--- src/design/u8lec_pkg.sv ---
// Shared types and constants for the UTF-8 line ending counter.
`timescale 1ns / 1ps

package u8lec_pkg;

   localparam int COUNT_BITS     = 48;  // default counter width
   localparam int MAX_COUNT_BITS = 64;
   localparam int CNT_OUT_BITS   = 48;  // width of the count fields on the result
   localparam int CP_BITS        = 21;
   localparam int SEQ_BITS       = 3;
   localparam int REM_BITS       = 2;

   localparam logic [2:0] STATUS_OK        = 3'd0;
   localparam logic [2:0] STATUS_BAD_START = 3'd1;
   localparam logic [2:0] STATUS_PREMATURE = 3'd2;
   localparam logic [2:0] STATUS_BAD_CONT  = 3'd3;
   localparam logic [2:0] STATUS_RANGE     = 3'd4;

   localparam logic ACTION_DATA = 1'b0;
   localparam logic ACTION_END  = 1'b1;

   localparam logic [CP_BITS-1:0] CP_LIMIT = 21'h10FFFF;
   localparam logic [CP_BITS-1:0] CH_CR    = 21'h00000D;
   localparam logic [CP_BITS-1:0] CH_LF    = 21'h00000A;

   // Decoder controls toward the counters and the result register
   typedef struct packed {
      logic                emit;
      logic [2:0]          status;
      logic [SEQ_BITS-1:0] index;
      logic                inc_char;
      logic                inc_lf;
      logic                inc_cr;
      logic                inc_crlf;
      logic                clear;
   } dec_ctl_type;

endpackage

--- src/design/u8lec_req_if.sv ---
// Request channel: one byte or end of stream marker per request.
`timescale 1ns / 1ps

interface u8lec_req_if;
   logic       valid;
   logic       ready;
   logic       action;
   logic [7:0] data_byte;

   modport source (output valid, output action, output data_byte, input ready);
   modport sink   (input valid, input action, input data_byte, output ready);
endinterface

--- src/design/u8lec_rsp_if.sv ---
// Result channel: status, failing byte position and the four counts.
`timescale 1ns / 1ps

interface u8lec_rsp_if;
   logic                                valid;
   logic                                ready;
   logic [2:0]                          status;
   logic [2:0]                          bad_byte_index;
   logic [u8lec_pkg::CNT_OUT_BITS-1:0]  char_count;
   logic [u8lec_pkg::CNT_OUT_BITS-1:0]  lf_count;
   logic [u8lec_pkg::CNT_OUT_BITS-1:0]  cr_count;
   logic [u8lec_pkg::CNT_OUT_BITS-1:0]  crlf_count;

   modport source (output valid, output status, output bad_byte_index, output char_count,
                   output lf_count, output cr_count, output crlf_count, input ready);
   modport sink   (input valid, input status, input bad_byte_index, input char_count,
                   input lf_count, input cr_count, input crlf_count, output ready);
endinterface

--- src/design/u8lec_counter.sv ---
// Saturating event counter with synchronous clear.
`timescale 1ns / 1ps

module u8lec_counter #(
   parameter int WIDTH = u8lec_pkg::COUNT_BITS
) (
   input  logic             clock,
   input  logic             reset,
   input  logic             inc,
   input  logic             clear,
   output logic [WIDTH-1:0] value_upd   // value after this request's increment
);

   logic [WIDTH-1:0] count_ff;
   logic [WIDTH-1:0] count_in;

   always_comb begin
      value_upd = count_ff;
      if (inc && (count_ff != {WIDTH{1'b1}})) begin
         value_upd = count_ff + {{(WIDTH-1){1'b0}}, 1'b1};
      end
      count_in = clear ? '0 : value_upd;
   end

   always_ff @(posedge clock) begin
      if (reset) begin
         count_ff <= '0;
      end else begin
         count_ff <= count_in;
      end
   end

endmodule

--- src/design/u8lec_decoder.sv ---
// UTF-8 sequence decoder and line ending classifier.
`timescale 1ns / 1ps

module u8lec_decoder (
   input  logic                   clock,
   input  logic                   reset,
   input  logic                   fire,
   input  logic                   action,
   input  logic [7:0]             data_byte,
   output u8lec_pkg::dec_ctl_type ctl
);

   logic [u8lec_pkg::REM_BITS-1:0] remain_ff, remain_in;
   logic [u8lec_pkg::SEQ_BITS-1:0] seq_ff, seq_in;
   logic [u8lec_pkg::CP_BITS-1:0]  cp_ff, cp_in;
   logic                           pending_cr_ff, pending_cr_in;
   logic                           failed_ff, failed_in;

   logic                           do_count;
   logic [u8lec_pkg::CP_BITS-1:0]  count_cp;
   logic [u8lec_pkg::CP_BITS-1:0]  cp_cont;
   logic [u8lec_pkg::SEQ_BITS-1:0] seq_inc;
   logic [u8lec_pkg::REM_BITS-1:0] remain_dec;

   assign cp_cont    = {cp_ff[u8lec_pkg::CP_BITS-7:0], data_byte[5:0]};
   assign seq_inc    = seq_ff + {{(u8lec_pkg::SEQ_BITS-1){1'b0}}, 1'b1};
   assign remain_dec = remain_ff - {{(u8lec_pkg::REM_BITS-1){1'b0}}, 1'b1};

   always_comb begin
      remain_in     = remain_ff;
      seq_in        = seq_ff;
      cp_in         = cp_ff;
      pending_cr_in = pending_cr_ff;
      failed_in     = failed_ff;
      ctl           = '0;
      do_count      = 1'b0;
      count_cp      = '0;

      if (fire) begin
         if (action == u8lec_pkg::ACTION_END) begin
            if (!failed_ff) begin
               ctl.emit = 1'b1;
               if (remain_ff != '0) begin
                  ctl.status = u8lec_pkg::STATUS_PREMATURE;
                  ctl.index  = seq_inc;
               end else begin
                  ctl.status = u8lec_pkg::STATUS_OK;
                  ctl.inc_cr = pending_cr_ff;   // trailing CR is a lone CR
               end
            end
            ctl.clear     = 1'b1;
            remain_in     = '0;
            seq_in        = '0;
            cp_in         = '0;
            pending_cr_in = 1'b0;
            failed_in     = 1'b0;
         end else if (!failed_ff) begin
            if (remain_ff == '0) begin
               if (!data_byte[7]) begin
                  do_count = 1'b1;
                  count_cp = {{(u8lec_pkg::CP_BITS-8){1'b0}}, data_byte};
               end else if (data_byte[7:5] == 3'b110) begin
                  cp_in     = {{(u8lec_pkg::CP_BITS-5){1'b0}}, data_byte[4:0]};
                  remain_in = 2'd1;
                  seq_in    = 3'd1;
               end else if (data_byte[7:4] == 4'b1110) begin
                  cp_in     = {{(u8lec_pkg::CP_BITS-4){1'b0}}, data_byte[3:0]};
                  remain_in = 2'd2;
                  seq_in    = 3'd1;
               end else if (data_byte[7:3] == 5'b11110) begin
                  cp_in     = {{(u8lec_pkg::CP_BITS-3){1'b0}}, data_byte[2:0]};
                  remain_in = 2'd3;
                  seq_in    = 3'd1;
               end else begin
                  ctl.emit   = 1'b1;
                  ctl.status = u8lec_pkg::STATUS_BAD_START;
                  ctl.index  = 3'd1;
                  failed_in  = 1'b1;
               end
            end else if (data_byte[7:6] != 2'b10) begin
               ctl.emit   = 1'b1;
               ctl.status = u8lec_pkg::STATUS_BAD_CONT;
               ctl.index  = seq_inc;
               failed_in  = 1'b1;
               remain_in  = '0;
               seq_in     = '0;
               cp_in      = '0;
            end else if (remain_dec != '0) begin
               cp_in     = cp_cont;
               seq_in    = seq_inc;
               remain_in = remain_dec;
            end else begin
               remain_in = '0;
               seq_in    = '0;
               cp_in     = '0;
               if (cp_cont > u8lec_pkg::CP_LIMIT) begin
                  ctl.emit   = 1'b1;
                  ctl.status = u8lec_pkg::STATUS_RANGE;
                  ctl.index  = seq_inc;
                  failed_in  = 1'b1;
               end else begin
                  do_count = 1'b1;
                  count_cp = cp_cont;
               end
            end
         end
      end

      // A CR waits for the next character to tell CR from CRLF
      if (do_count) begin
         ctl.inc_char = 1'b1;
         if (count_cp == u8lec_pkg::CH_CR) begin
            ctl.inc_cr    = pending_cr_ff;
            pending_cr_in = 1'b1;
         end else if (count_cp == u8lec_pkg::CH_LF) begin
            ctl.inc_crlf  = pending_cr_ff;
            ctl.inc_lf    = !pending_cr_ff;
            pending_cr_in = 1'b0;
         end else begin
            ctl.inc_cr    = pending_cr_ff;
            pending_cr_in = 1'b0;
         end
      end
   end

   always_ff @(posedge clock) begin
      if (reset) begin
         remain_ff     <= '0;
         seq_ff        <= '0;
         cp_ff         <= '0;
         pending_cr_ff <= 1'b0;
         failed_ff     <= 1'b0;
      end else begin
         remain_ff     <= remain_in;
         seq_ff        <= seq_in;
         cp_ff         <= cp_in;
         pending_cr_ff <= pending_cr_in;
         failed_ff     <= failed_in;
      end
   end

endmodule

--- src/design/utf8_line_ending_counter.sv ---
// Top level: UTF-8 byte stream decoder with character and line ending counts.
// Path: an accepted request is held in the input register; the result register loads
//   when the decoder fires on it (input register, then result register).
// Throughput: one byte per cycle; ready drops only while both registers hold an item
//   and the waiting result is not taken.
// Reset clears decoder state, counters and both valid flags; no clearing pass.
`timescale 1ns / 1ps

module utf8_line_ending_counter #(
   parameter int COUNT_BITS = u8lec_pkg::COUNT_BITS
) (
   input  logic        clock,
   input  logic        reset,
   u8lec_req_if.sink   req_chan,
   u8lec_rsp_if.source rsp_chan
);

   localparam int OUT_BITS = u8lec_pkg::CNT_OUT_BITS;

   logic       in_valid_ff;
   logic       action_ff;
   logic [7:0] byte_ff;
   logic       advance;

   logic                  out_valid_ff, out_valid_in;
   logic [2:0]            status_ff;
   logic [2:0]            index_ff;
   logic [OUT_BITS-1:0]   char_ff, lf_ff, cr_ff, crlf_ff;

   u8lec_pkg::dec_ctl_type ctl;
   logic [COUNT_BITS-1:0]  char_upd, lf_upd, cr_upd, crlf_upd;
   logic [u8lec_pkg::MAX_COUNT_BITS-1:0] char_wide, lf_wide, cr_wide, crlf_wide;

   assign advance        = in_valid_ff && (!out_valid_ff || rsp_chan.ready);
   assign req_chan.ready = !in_valid_ff || advance;

   always_ff @(posedge clock) begin
      if (reset) begin
         in_valid_ff <= 1'b0;
      end else if (req_chan.ready) begin
         in_valid_ff <= req_chan.valid;
      end
   end

   always_ff @(posedge clock) begin
      if (req_chan.ready && req_chan.valid) begin
         action_ff <= req_chan.action;
         byte_ff   <= req_chan.data_byte;
      end
   end

   u8lec_decoder u_decoder (
      .clock     (clock),
      .reset     (reset),
      .fire      (advance),
      .action    (action_ff),
      .data_byte (byte_ff),
      .ctl       (ctl)
   );

   u8lec_counter #(.WIDTH(COUNT_BITS)) u_char_cnt (
      .clock(clock), .reset(reset), .inc(ctl.inc_char), .clear(ctl.clear),
      .value_upd(char_upd));
   u8lec_counter #(.WIDTH(COUNT_BITS)) u_lf_cnt (
      .clock(clock), .reset(reset), .inc(ctl.inc_lf), .clear(ctl.clear),
      .value_upd(lf_upd));
   u8lec_counter #(.WIDTH(COUNT_BITS)) u_cr_cnt (
      .clock(clock), .reset(reset), .inc(ctl.inc_cr), .clear(ctl.clear),
      .value_upd(cr_upd));
   u8lec_counter #(.WIDTH(COUNT_BITS)) u_crlf_cnt (
      .clock(clock), .reset(reset), .inc(ctl.inc_crlf), .clear(ctl.clear),
      .value_upd(crlf_upd));

   // Counters of any width map onto the fixed result fields
   assign char_wide = u8lec_pkg::MAX_COUNT_BITS'(char_upd);
   assign lf_wide   = u8lec_pkg::MAX_COUNT_BITS'(lf_upd);
   assign cr_wide   = u8lec_pkg::MAX_COUNT_BITS'(cr_upd);
   assign crlf_wide = u8lec_pkg::MAX_COUNT_BITS'(crlf_upd);

   always_comb begin
      out_valid_in = out_valid_ff;
      if (advance) begin
         out_valid_in = ctl.emit;
      end else if (rsp_chan.ready) begin
         out_valid_in = 1'b0;
      end
   end

   always_ff @(posedge clock) begin
      if (reset) begin
         out_valid_ff <= 1'b0;
      end else begin
         out_valid_ff <= out_valid_in;
      end
   end

   always_ff @(posedge clock) begin
      if (advance && ctl.emit) begin
         status_ff <= ctl.status;
         index_ff  <= ctl.index;
         char_ff   <= char_wide[OUT_BITS-1:0];
         lf_ff     <= lf_wide[OUT_BITS-1:0];
         cr_ff     <= cr_wide[OUT_BITS-1:0];
         crlf_ff   <= crlf_wide[OUT_BITS-1:0];
      end
   end

   assign rsp_chan.valid          = out_valid_ff;
   assign rsp_chan.status         = status_ff;
   assign rsp_chan.bad_byte_index = index_ff;
   assign rsp_chan.char_count     = char_ff;
   assign rsp_chan.lf_count       = lf_ff;
   assign rsp_chan.cr_count       = cr_ff;
   assign rsp_chan.crlf_count     = crlf_ff;

endmodule

--- src/flat_wrapper.sv ---
// flat-port wrapper written by rule: the top's interface ports become plain ports
module utf8_line_ending_counter_flat 
#(
   parameter int COUNT_BITS = u8lec_pkg::COUNT_BITS
)
  (clock, reset, req_chan_valid, req_chan_action, req_chan_data_byte, req_chan_ready, rsp_chan_valid, rsp_chan_status, rsp_chan_bad_byte_index, rsp_chan_char_count, rsp_chan_lf_count, rsp_chan_cr_count, rsp_chan_crlf_count, rsp_chan_ready);
  u8lec_req_if req_chan_i ();
  u8lec_rsp_if rsp_chan_i ();
  input  logic clock;
  input  logic reset;
  input wire logic [$bits(req_chan_i.valid)-1:0] req_chan_valid;
  input wire logic [$bits(req_chan_i.action)-1:0] req_chan_action;
  input wire logic [$bits(req_chan_i.data_byte)-1:0] req_chan_data_byte;
  output wire logic [$bits(req_chan_i.ready)-1:0] req_chan_ready;
  output wire logic [$bits(rsp_chan_i.valid)-1:0] rsp_chan_valid;
  output wire logic [$bits(rsp_chan_i.status)-1:0] rsp_chan_status;
  output wire logic [$bits(rsp_chan_i.bad_byte_index)-1:0] rsp_chan_bad_byte_index;
  output wire logic [$bits(rsp_chan_i.char_count)-1:0] rsp_chan_char_count;
  output wire logic [$bits(rsp_chan_i.lf_count)-1:0] rsp_chan_lf_count;
  output wire logic [$bits(rsp_chan_i.cr_count)-1:0] rsp_chan_cr_count;
  output wire logic [$bits(rsp_chan_i.crlf_count)-1:0] rsp_chan_crlf_count;
  input wire logic [$bits(rsp_chan_i.ready)-1:0] rsp_chan_ready;
  assign req_chan_i.valid = req_chan_valid;
  assign req_chan_i.action = req_chan_action;
  assign req_chan_i.data_byte = req_chan_data_byte;
  assign req_chan_ready = req_chan_i.ready;
  assign rsp_chan_valid = rsp_chan_i.valid;
  assign rsp_chan_status = rsp_chan_i.status;
  assign rsp_chan_bad_byte_index = rsp_chan_i.bad_byte_index;
  assign rsp_chan_char_count = rsp_chan_i.char_count;
  assign rsp_chan_lf_count = rsp_chan_i.lf_count;
  assign rsp_chan_cr_count = rsp_chan_i.cr_count;
  assign rsp_chan_crlf_count = rsp_chan_i.crlf_count;
  assign rsp_chan_i.ready = rsp_chan_ready;
  utf8_line_ending_counter #(.COUNT_BITS(COUNT_BITS)) u_core (.clock(clock), .reset(reset), .req_chan(req_chan_i), .rsp_chan(rsp_chan_i));
endmodule
--- config.mk ---
export PLATFORM = sky130hd
export DESIGN_NAME = utf8_line_ending_counter_flat
export DESIGN_NICKNAME = d
export VERILOG_FILES = /design/src/design/u8lec_pkg.sv /design/src/design/u8lec_req_if.sv /design/src/design/u8lec_rsp_if.sv /design/src/design/u8lec_counter.sv /design/src/design/u8lec_decoder.sv /design/src/design/utf8_line_ending_counter.sv /design/src/flat_wrapper.sv
export SDC_FILE = /design/constraint.sdc
export NUM_CORES = 1
export LEC_CHECK = 0
export BUFFER_PORTS_ARGS = -buffer_cell sky130_fd_sc_hd__buf_2
export CAP_MARGIN = 40
export CORE_MARGIN = 2
export CORE_UTILIZATION = 60
export CTS_BUF_LIST = sky130_fd_sc_hd__clkbuf_8
export CTS_CLUSTER_DIAMETER = 150
export CTS_CLUSTER_SIZE = 16
export DETAILED_ROUTE_END_ITERATION = 8
export GPL_TIMING_DRIVEN = 0
export PLACE_DENSITY = 0.82
export SYNTH_ARGS = -nofsm -noshare
export SYNTH_HDL_FRONTEND = slang
export SYNTH_SLANG_ARGS = --single-unit
--- constraint.sdc ---
create_clock -name clock -period 8.22 [get_ports clock]
set_input_delay 2.466 -clock clock [delete_from_list [all_inputs] [get_ports clock]]
set_output_delay 2.466 -clock clock [all_outputs]
set_load 0.05 [all_outputs]
# Yosys cells after proc, flatten, opt, wreduce, memory -nomap -nowiden
# Index checks and enable logic that the tools add are counted.
[op_classes]
n_addsub = 6
n_mul = 0
div = 0
order_cmp = 1
n_eq_ne = 13
n_shift = 0
mux = 90
bitwise = 0
reduce_logical = 21
[ops]
columns = ["operator", "count"]
rows = [
  ["48-bit by 1-bit adder with 48-bit output, second input constant", 4],
  ["48-bit two-way mux", 4],
  ["48-bit inequality test, second input constant", 4],
  ["21-bit two-way mux", 7],
  ["15-bit two-way mux", 9],
  ["7-bit two-way mux", 13],
  ["21-bit by 4-bit == test with 1-bit output, second input constant", 2],
  ["1-bit two-way mux", 36],
  ["3-bit two-way mux", 10],
  ["21-bit greater-than comparator, second input constant", 1],
  ["2-bit two-way mux", 10],
  ["2-bit nonzero test", 5],
  ["1-bit logical AND", 7],
  ["5-bit == test, second input constant", 1],
  ["5-bit by 1-bit inequality test with 1-bit output, second input constant", 1],
  ["4-bit == test, second input constant", 1],
  ["4-bit two-way mux", 1],
  ["4-bit AND reduction", 1],
  ["3-bit by 1-bit adder with 3-bit output, second input constant", 1],
  ["3-bit == test, second input constant", 1],
  ["1-bit zero test", 3],
  ["3-bit by 1-bit inequality test with 1-bit output, second input constant", 1],
  ["2-bit zero test", 1],
  ["1-bit logical OR", 2],
  ["other kinds (5)", 5],
]
[word_totals]
regBits = 423
latchBits = 0
ram_bits = 0
mem_bits_ro = 0
in_bits = 13
output_inout_bits = 200
mem_count = 0

# Logic depth before layout (Yosys ltp)
# Gate-level depths: netlist (run 1).
[depth]
ltp_word = 14
ltp_mapped = 11

# Cells and area by module
# A second synthesis (run 1) with hierarchy kept.
[unflattened]
cells_unflattened = 1636
area_unflattened_um2 = 18019.8
[modules_own_cells]
columns = ["module", "instances", "cells_each", "area_per_inst_um2", "seq_area_each_um2"]
rows = [
  ["u8lec_counter", 4, 313, 2596.2, 960.9],
  ["utf8_line_ending_counter", 1, 218, 6318.6, 6256.0],
  ["u8lec_decoder", 1, 166, 1316.3, 440.4],
]

# Worst setup path before layout (run 1)
# OpenSTA, ideal clock, no wires.
[synth_path]
path_type = "in2reg"
startpoint = "input port rsp_chan_ready"
endpoint = "register u_core.index_ff[0] (netlist: u_core.rsp_chan.bad_byte_index[0]) (enable)"
setup_time_ns = 0.549
arrival_time_ns = 6.602
path_slack_ns = 1.069
stages = 4
path_buffers = 0
cell_sequence = "nor2b_1 > nor2_1 > o21ai_0 > inv_1"
[synth_via]
elab_chain_len = 4
[synth_lines]
columns = ["item", "line", "text"]
rows = [
  ["start, declared", "flat_wrapper.sv:22", "input wire logic [$bits(rsp_chan_i.ready)-1:0] rsp_chan_ready;"],
  ["1-bit logical OR *", "utf8_line_ending_counter.sv:34", "assign advance = in_valid_ff && (!out_valid_ff || rsp_chan.ready);"],
  ["1-bit logical AND *", "utf8_line_ending_counter.sv:34", ""],
  ["7-bit two-way mux", "u8lec_decoder.sv:39", "if (fire) begin"],
  ["1-bit logical AND *", "utf8_line_ending_counter.sv:98", "if (advance && ctl.emit) begin"],
  ["end signal, assigned", "utf8_line_ending_counter.sv:100", "index_ff <= ctl.index;"],
  ["end, declared", "utf8_line_ending_counter.sv:27", "logic [2:0] index_ff;"],
]
# Mark *: on every way between the ends. The rest lies on a longest branch, timed or not.
# A chain may end at the register's enable or synchronous reset.

# Worst setup path in the final report (run 1)
[layout_path]
startpoint = "input port rsp_chan_ready"
endpoint = "output port req_chan_ready"
[layout_via]
elab_chain_len = 3
[layout_lines]
columns = ["item", "line", "text"]
rows = [
  ["1-bit logical OR", "utf8_line_ending_counter.sv:34", ""],
  ["1-bit logical AND", "utf8_line_ending_counter.sv:34", ""],
  ["1-bit logical OR", "utf8_line_ending_counter.sv:35", "assign req_chan.ready = !in_valid_ff || advance;"],
  ["end, declared", "flat_wrapper.sv:14", "output wire logic [$bits(req_chan_i.ready)-1:0] req_chan_ready;"],
]
# Every way passes these cells.

==> impl_metrics.py, run 1 <==
metrics = {
    "status": {
        "status": "complete, no violations",
    },
    "global_route": {
        "grt_overflow": 0,
        "grt_max_degree": 114,
        "grt_usage": 0.246,
        "grt_pass1_vias": 11809,
        "grt_pass1_wl_um": 60300,
        "antenna_found_initial": 7,
    },
    "finish": {
        "nNetsFinal": 1783,
        "final_util": 0.682,
        "stdcell_area_um2": 19500,
        "drive_above_1_share": 0.154,
        "layout_commonest_cell": "buf_2",
        "area_delta_synth_final_pct": 12.4,
        "mostFrequentLayoutCells": "217 x buf_2, 216 x dfxtp_1, 207 x edfxtp_1, 193 x and2_1, 130 x xnor2_1",
    },
    "clocking": {
        "clockRootBuffer": "clkbuf_8",
        "cts_tree": "built",
        "clk_path_buf_depth": 3,
        "clk_latency_ps": 630,
        "hold_buffers": 0,
        "cts_resized": 0,
        "cts.sinks": 423,
        "clk_pin_slew_ps": 100,
        "postCtsSetupBuffers": 0,
        "numCtsBuffers": 30,
        "htreeDepth": 1,
    },
    "yosys": {
        "synth.area.mux_share": 0.00419,
        "synth_compound_area_frac": 0.0240,
        "synth-seq-cells": 423,
        "ys_seq_area_frac": 0.609,
        "synth_area_um2": 17300,
        "synth_area_per_cell_um2": 11.4,
        "synth_top_family_by_area": "simple AND/OR/NAND/NOR gates",
        "synth_top_flop_cell": "dfxtp_1",
        "synth_async_sr_flop_share": 0,
        "synthCells": 1514,
        "synth_edf_count": 207,
        "synth_warnings": 0,
        "syn_nets": 1534,
        "yosys.area_share.simple": 0.244,
        "synthAdderAreaFrac": 0.00506,
        "yosys.cell_types.count": 55,
        "yosys.area_share.xor_xnor": 0.0941,
    },
    "critical_path": {
        "path_class": "primary input to primary output",
        "worstPathRequired_ps": 5750,
        "slowest_stage": "nor2b_1",
        "cp.buffers_inverters": 2,
        "crit_top_cell": "buf_2",
        "cp_max_fo": 5,
        "crit_family": "simple AND/OR/NAND/NOR gates",
        "arrival_ps": 3260,
        "cp-start-kind": "primary input",
        "cp-end-kind": "primary output",
        "cpPeakStageDelay_ps": 260,
        "crit_chain": "buf_2 > nor2b_1 > nand2_1 > buf_2",
    },
    "route": {
        "drc": 0,
        "via_per_inst": 5.67,
        "drtAntennaViolNets": 0,
        "wl_per_cell_um": 17.5,
        "drt_iter0_drc": 942,
        "vias": 12335,
        "detail_route.wirelength_um": 38000,
        "drtPass1Iterations": 6,
    },
    "placement": {
        "place.port_buffers": 211,
        "gp_congestion": 0.916,
        "hpwl_um": 27000,
        "dpl_cell_area_um2": 18900,
    },
    "die": {
        "dieWidth_um": 174,
        "fp-row-count": 62,
        "initial_core_util": 0.606,
        "die_h_um": 174,
        "core_region_area_um2": 28500,
        "top_level_ports": 213,
        "die_area_um2": 30200,
    },
    "power_and_ir_drop": {
        "p_leak_uw": 0.00749,
        "pwr_density_cell_nw_per_um2": 176,
        "ir_drop_mv": 0.167,
    },
    "sta": {
        "layout_min_cycle_time_ps": 5720,
        "setup_viol": 0,
        "worst_pin_slew_ps": 979,
        "fmax_mhz": 175,
        "fin_crit_sh": 0.696,
        "rsz0062_at_grt": "no",
        "whs_ps": 465,
        "drv_slew": 0,
        "relSlewSlack": 0.341,
        "hold_viol_final": 0,
        "finClkSkew_ps": 23.7,
    },
    "run": {
        "drv_cap": 0,
    },
    "min_path": {
        "min_path_type": "flip-flop to flip-flop",
    },
}
metrics by stage:
stage / setup slack (ps) / power, uW / cells / setup TNS, ps
after floorplan: 1070 / 2430 / 1514 / 0
after global placement: -558 / 2490 / 2109 / -108260
after detailed placement: 2520 / 2480 / 2115 / 0
after CTS: 2520 / 3450 / 2171 / 0
after global routing: 2400 / 3540 / 2172 / 0
final: 2500 / 3430 / 2175 / 0
area by class of cell:
cell class                      count  area [um2]
Buffer                             56         228
Clock inverter                     25         101
Antenna cell                        4        10.0
Multi-Input combinational cell   1006        6440
Timing Repair Buffer              217        1110
Inverter                           29         116
Sequential cell                   423       10500
Tap cell                          384         480
Clock buffer                       31         427
Fill cell                        2199        9090
final timing paths:
| kind | from | endpoint | slack, ps | cells after the start |
|---|---|---|---|---|
| worst max-delay path | rsp_chan_ready | req_chan_ready | 2500 | 4 |
| worst min-delay path | u_core.u_decoder.seq_ff[1] | u_core.u_decoder.seq_ff[1] | 460 | 2 |
| worst max register to register | u_core.u_decoder.remain_ff[0] | u_core.u_cr_cnt.count_ff[47] | 4830 | 11 |
| worst min register to register | u_core.u_decoder.seq_ff[1] | u_core.u_decoder.seq_ff[1] | 460 | 2 |
where the power goes:
part | switching (uW) | internal (uW) | total (uW)
registers | 11.5 | 2230 | 2240
clock network | 646 | 354 | 1000
logic | 155 | 32.3 | 188
total | 813 | 2620 | 3430
layer usage:
metal | GRT usage | up-vias | part of all wire
li1 | - | 5918 | -
met1 | 0.334 | 5891 | 0.43
met2 | 0.404 | 450 | 0.47
met3 | 0.0520 | 70 | 0.076
met4 | 0.0658 | 6 | 0.021
met5 | 0 | - | 0.00082
cell families after synthesis:
kind of cell,Yosys count
and+or+nand+nor,743
DFF,423
xor gates and xnor gates,186
buffers and inverters,85
AOI/OAI and AO/OA,63
muxes,7
adders and majority gates,7
tightest hold or removal path, stage by stage, from the launching register on:
cell     delay [ps]
dfxtp_1         330
nand2_1          50
a21oi_1          50
registers in the layout (all words and copies together) (netlist names), 15 cells and up:
signal and count:
u_core.rsp_chan.char_count 48, u_core.u_crlf_cnt.count_ff 48, u_core.u_cr_cnt.count_ff 48, u_core.u_lf_cnt.count_ff 48, u_core.u_decoder.cp_ff 15, u_core.rsp_chan.cr_count 48, u_core.rsp_chan.lf_count 48, u_core.u_char_cnt.count_ff 48
u_core.rsp_chan.crlf_count 48
cells in the mapped netlist (4+ instances only):
cell / instances / area share
or2_2: 5 / 0.0018
xnor2_1: 130 / 0.066
and4_1: 18 / 0.0091
ha_1: 7 / 0.0051
edfxtp_1: 207 / 0.36
nand2b_1: 13 / 0.0047
nor3_1: 49 / 0.014
inv_1: 29 / 0.0063
or4_1: 18 / 0.0078
nand4_1: 88 / 0.032
and3_1: 32 / 0.012
nor4_1: 31 / 0.011
nor3b_1: 4 / 0.0017
dfxtp_1: 216 / 0.25
nand3_1: 109 / 0.032
xor2_1: 56 / 0.028
and2_1: 193 / 0.070
clkbuf_1: 49 / 0.011
o21ai_0: 8 / 0.0023
mux2i_1: 5 / 0.0029
nor3_2: 5 / 0.0029
nand2_1: 95 / 0.021
nor2b_1: 5 / 0.0018
a211oi_1: 4 / 0.0017
nor2_1: 52 / 0.011
or3_1: 11 / 0.0040
a21oi_1: 28 / 0.0081
buf_2: 5 / 0.0014
No activity file was read; power rests on OpenSTA's default activity.
==> run 2, diff against run 1 <==
CORE_UTILIZATION = 54   (was 60)
PLACE_DENSITY = 0.78   (was 0.82)
clock period = 5 ns   (was 8.22 ns; I/O delays follow)
==> impl_metrics.py, run 2 (synthesis results as in run 1) <==
metrics = {
    "critical_path": {
        "slowest_stage": "nor3_1",
        "crit_top_cell": "buf_2",
        "cp-end-kind": "flip-flop",
        "cp_max_fo": 10,
        "path_class": "primary input to flip-flop",
        "cp-start-kind": "primary input",
        "crit_chain": "buf_2 > nor2b_4 > nor3_1 > nand4_1 > o22ai_1 > clkbuf_1 > buf_2 > nor4_1 > xor2_1 > and2_1",
        "cpPeakStageDelay_ps": 780,
        "arrival_ps": 4750,
        "worstPathRequired_ps": 5580,
    },
    "global_route": {
        "gr-usage-met1": 0.303,
        "grt_pass1_vias": 11665,
        "antenna_found_initial": 8,
        "grt_overflow": 0,
        "met3_usage": 0.0580,
        "grt_usage": 0.226,
        "busiest_layer": "met2",
        "grt_pass1_wl_um": 61000,
        "grt_util_met2": 0.364,
        "grt_max_degree": 47,
    },
    "finish": {
        "drive_above_1_share": 0.158,
        "area_delta_synth_final_pct": 13.0,
        "layout_commonest_cell": "buf_2",
        "final_util": 0.620,
        "mostFrequentLayoutCells": "217 x buf_2, 216 x dfxtp_1, 207 x edfxtp_1, 193 x and2_1, 130 x xnor2_1",
        "nNetsFinal": 1786,
    },
    "placement": {
        "hpwl_um": 28100,
        "place.port_buffers": 211,
        "pre_cts_slack_ps": 309,
        "gp_congestion": 0.887,
    },
    "sta": {
        "finalWorstSetupSlack_ps": 828,
        "fin_crit_sh": 0.834,
        "finClkSkew_ps": 44.8,
        "relSlewSlack": 0.347,
        "fmax_mhz": 240,
        "worst_pin_slew_ps": 972,
        "rsz0062_at_grt": "no",
        "hold_viol_final": 0,
        "layout_min_cycle_time_ps": 4170,
        "finalSetupTns_ps": 0,
        "drv_slew": 0,
        "setup_viol": 0,
    },
    "route": {
        "drtAntennaViolNets": 0,
        "drtPass1Iterations": 5,
        "via_per_inst": 5.57,
        "vias": 12234,
        "drc": 0,
        "drt_iter0_drc": 804,
        "detail_route.wirelength_um": 38600,
        "wl_per_cell_um": 17.6,
    },
    "die": {
        "initial_core_util": 0.549,
        "fp-row-count": 65,
        "dieWidth_um": 183,
        "core_region_area_um2": 31600,
        "die_h_um": 183,
        "die_area_um2": 33500,
        "top_level_ports": 213,
    },
    "power_and_ir_drop": {
        "clkPwrFrac": 0.291,
        "power.switching_uw": 1340,
        "comb_power_share": 0.056,
        "ir_drop_mv": 0.244,
        "power_frac_seq": 0.653,
        "p_sw_frac": 0.237,
        "p_total_uw": 5650,
        "pwr_density_cell_nw_per_um2": 289,
        "p_leak_uw": 0.00751,
        "p_int_uw": 4310,
    },
    "clocking": {
        "numCtsBuffers": 30,
        "hold_buffers": 0,
        "clk_path_buf_depth": 3,
        "htreeDepth": 1,
        "cts_tree": "built",
        "cts_resized": 0,
        "postCtsSetupBuffers": 0,
        "clk_pin_slew_ps": 100,
        "clk_latency_ps": 630,
        "clockRootBuffer": "clkbuf_8",
        "cts.sinks": 423,
    },
    "min_path": {
        "min_path_type": "flip-flop to flip-flop",
    },
    "status": {
        "status": "complete, no violations",
    },
    "run": {
        "drv_cap": 0,
    },
}
[run 2: changes by cell type in the layout (fill, tap and decap cells not counted), sizes merged]
cell	change
inv	-2
clkinvlp	+1
clkdlybuf4s18	+1
buf	+2
[run 2: layout make-up]
class	count	area, um2
antenna	4	10.0
clock inverter	24	97.6
timing repair buffer	220	1180
sequential	423	10500
tap	402	503
buffer	56	228
fill	2577	12000
multi-input combinational	1006	6460
clock buffer	31	427
inverter	29	113
[run 2: critical path, delay by kind of cell]
family	cells	cell delay, ps
compound gates	1	460
xor+xnor	1	310
buf+inv	3	840
simple gates	5	1640
[run 2: path summary, 6_finish.rpt]
path | startpoint | endpoint | slack (ps) | cells past startpoint
max | rsp_chan_ready | u_core.u_cr_cnt.count_ff[33] | 830 | 10
min | u_core.u_decoder.seq_ff[1] | u_core.u_decoder.seq_ff[1] | 470 | 2
max reg2reg | u_core.in_valid_ff | u_core.u_cr_cnt.count_ff[33] | 1290 | 9
min reg2reg | u_core.u_decoder.seq_ff[1] | u_core.u_decoder.seq_ff[1] | 470 | 2
[run 2: power by group through the flow]
| stage | combinational, uW | sequential [uW] | clock, uW |
|---|---|---|---|
| floorplan | 96.7 | 3900 | 0 |
| global placement | 304 | 3780 | 0 |
| detailed placement | 320 | 3770 | 0 |
| CTS | 320 | 3690 | 1690 |
| global route | 339 | 3690 | 1810 |
| finish | 318 | 3690 | 1640 |
[run 2: routing by layer]
layer  part of all wire  vias to the layer above
met5             0.0012                        -
met4              0.028                        8
li1                   -                     5915
met1               0.44                     5847
met2               0.46                      385
met3              0.078                       79
[run 2: through the flow]
stage / area, um2 / hold slack (ps) / instances
2_1_floorplan: 17300 / 432 / 1514
3_3_place_gp: 18900 / 446 / 2127
3_5_place_dp: 19000 / 454 / 2136
4_1_cts: 19500 / 468 / 2191
5_1_grt: 19600 / 496 / 2193
6_report: 19600 / 466 / 2195
==> run 3, diff against run 2 <==
clock period = 3.4 ns   (was 5 ns; I/O delays follow)
==> impl_metrics.py, run 3 (synthesis results as in run 1) <==
metrics = {
    "critical_path": {
        "cp_max_fo": 4,
        "worstPathRequired_ps": 3960,
        "path_class": "flip-flop to flip-flop",
        "arrival_ps": 3830,
        "cp-end-kind": "flip-flop",
        "cp-start-kind": "flip-flop",
    },
    "route": {
        "drtPass1Iterations": 5,
        "detail_route.wirelength_um": 38600,
        "drt_iter0_drc": 817,
        "drc": 0,
        "vias": 12230,
        "wl_per_cell_um": 17.6,
        "via_per_inst": 5.57,
        "drtAntennaViolNets": 0,
    },
    "clocking": {
        "clk_latency_ps": 630,
        "numCtsBuffers": 30,
        "hold_buffers": 0,
        "clk_pin_slew_ps": 100,
        "cts_tree": "built",
        "postCtsSetupBuffers": 0,
        "cts.sinks": 423,
        "clk_path_buf_depth": 3,
        "htreeDepth": 1,
        "clockRootBuffer": "clkbuf_8",
    },
    "die": {
        "dieWidth_um": 183,
        "initial_core_util": 0.549,
        "die_area_um2": 33500,
        "core_region_area_um2": 31600,
        "die_h_um": 183,
        "fp-row-count": 65,
        "top_level_ports": 213,
    },
    "placement": {
        "hpwl_um": 28100,
        "gp_congestion": 0.887,
        "place.port_buffers": 211,
    },
    "sta": {
        "worst_pin_slew_ps": 963,
        "fin_crit_sh": 0.963,
        "finClkSkew_ps": 47.3,
        "relSlewSlack": 0.352,
        "setup_viol": 0,
        "rsz0062_at_grt": "no",
        "layout_min_cycle_time_ps": 3270,
        "fmax_mhz": 306,
        "finalSetupTns_ps": 0,
        "hold_viol_final": 0,
        "drv_slew": 0,
    },
    "status": {
        "status": "complete, no violations",
    },
    "finish": {
        "nNetsFinal": 1786,
        "final_util": 0.621,
        "drive_above_1_share": 0.163,
        "mostFrequentLayoutCells": "217 x buf_2, 216 x dfxtp_1, 207 x edfxtp_1, 193 x and2_1, 130 x xnor2_1",
        "regArea_um2": 10500,
        "multiInputGateArea_um2": 6480,
        "area_delta_synth_final_pct": 13.1,
        "layout_commonest_cell": "buf_2",
        "fillerInstances": 2574,
    },
    "run": {
        "drv_cap": 0,
    },
    "global_route": {
        "grt_max_degree": 47,
        "grt_pass1_wl_um": 61000,
        "grt_pass1_vias": 11665,
        "grt_usage": 0.226,
        "antenna_found_initial": 8,
        "grt_overflow": 0,
    },
    "power_and_ir_drop": {
        "pwr_density_cell_nw_per_um2": 424,
        "p_total_uw": 8300,
        "p_leak_uw": 0.00752,
        "ir_drop_mv": 0.355,
    },
    "min_path": {
        "min_path_type": "flip-flop to flip-flop",
    },
}
-- run 3: path summary, 6_finish.rpt --
path / start / endpoint / depth (start not counted) / slack, ps
setup / recovery: u_core.u_decoder.cp_ff[10] / u_core.u_lf_cnt.count_ff[10] / 7 / 130
hold / removal: u_core.u_decoder.seq_ff[1] / u_core.u_decoder.seq_ff[1] / 2 / 460
setup reg to reg: u_core.u_decoder.cp_ff[10] / u_core.u_lf_cnt.count_ff[10] / 7 / 130
hold reg to reg: u_core.u_decoder.seq_ff[1] / u_core.u_decoder.seq_ff[1] / 2 / 460
-- run 3: layout make-up --
| cell class | instances | area share |
|---|---|---|
| timing repair buffer | 220 | 0.0604 |
| clock inverter | 24 | 0.00498 |
| antenna | 4 | 0.000511 |
| multi-input combinational | 1006 | 0.331 |
| buffer | 56 | 0.0120 |
| clock buffer | 31 | 0.0218 |
| inverter | 29 | 0.00575 |
| tap | 402 | 0.0257 |
| sequential | 423 | 0.538 |
-- run 3: where the power goes --
group / internal [uW] / total (uW) / switching (uW)
clock network: 855 / 2410 / 1560
registers: 5390 / 5420 / 27.8
logic: 88.9 / 468 / 379
total: 6340 / 8300 / 1970
-- run 3: timing repair --
item                                    in CTS  in global routing
endpoints found under the setup margin      22                 27
gates cloned                                 0                  0
resized for setup                            3                 12
-- run 3: critical path, cell delays in order (launching register included) --
cell and delay [ps]:
dfxtp_1 340, or4_4 540, or4_4 460, o31a_1 370, nor4_1 870, nand3_1 190
xnor2_1 290, and2_1 170
-- run 3: through the flow --
stage	setup slack [ps]	cell area (um2)	instances	hold slack [ps]
2_1_floorplan	-1270	17300	1514	432
3_3_place_gp	-2710	18900	2127	446
3_5_place_dp	-811	19000	2136	454
4_1_cts	40.6	19600	2191	468
5_1_grt	9.11	19600	2193	496
6_report	127	19600	2195	464
-- run 3: routing by layer --
metal | global-route usage | wire length (um) | vias to the layer above
li1 | - | - | 5915
met5 | 0 | 48 | -
met4 | 0.0682 | 1000 | 8
met2 | 0.364 | 17700 | 382
met3 | 0.0580 | 2970 | 71
met1 | 0.303 | 16800 | 5854
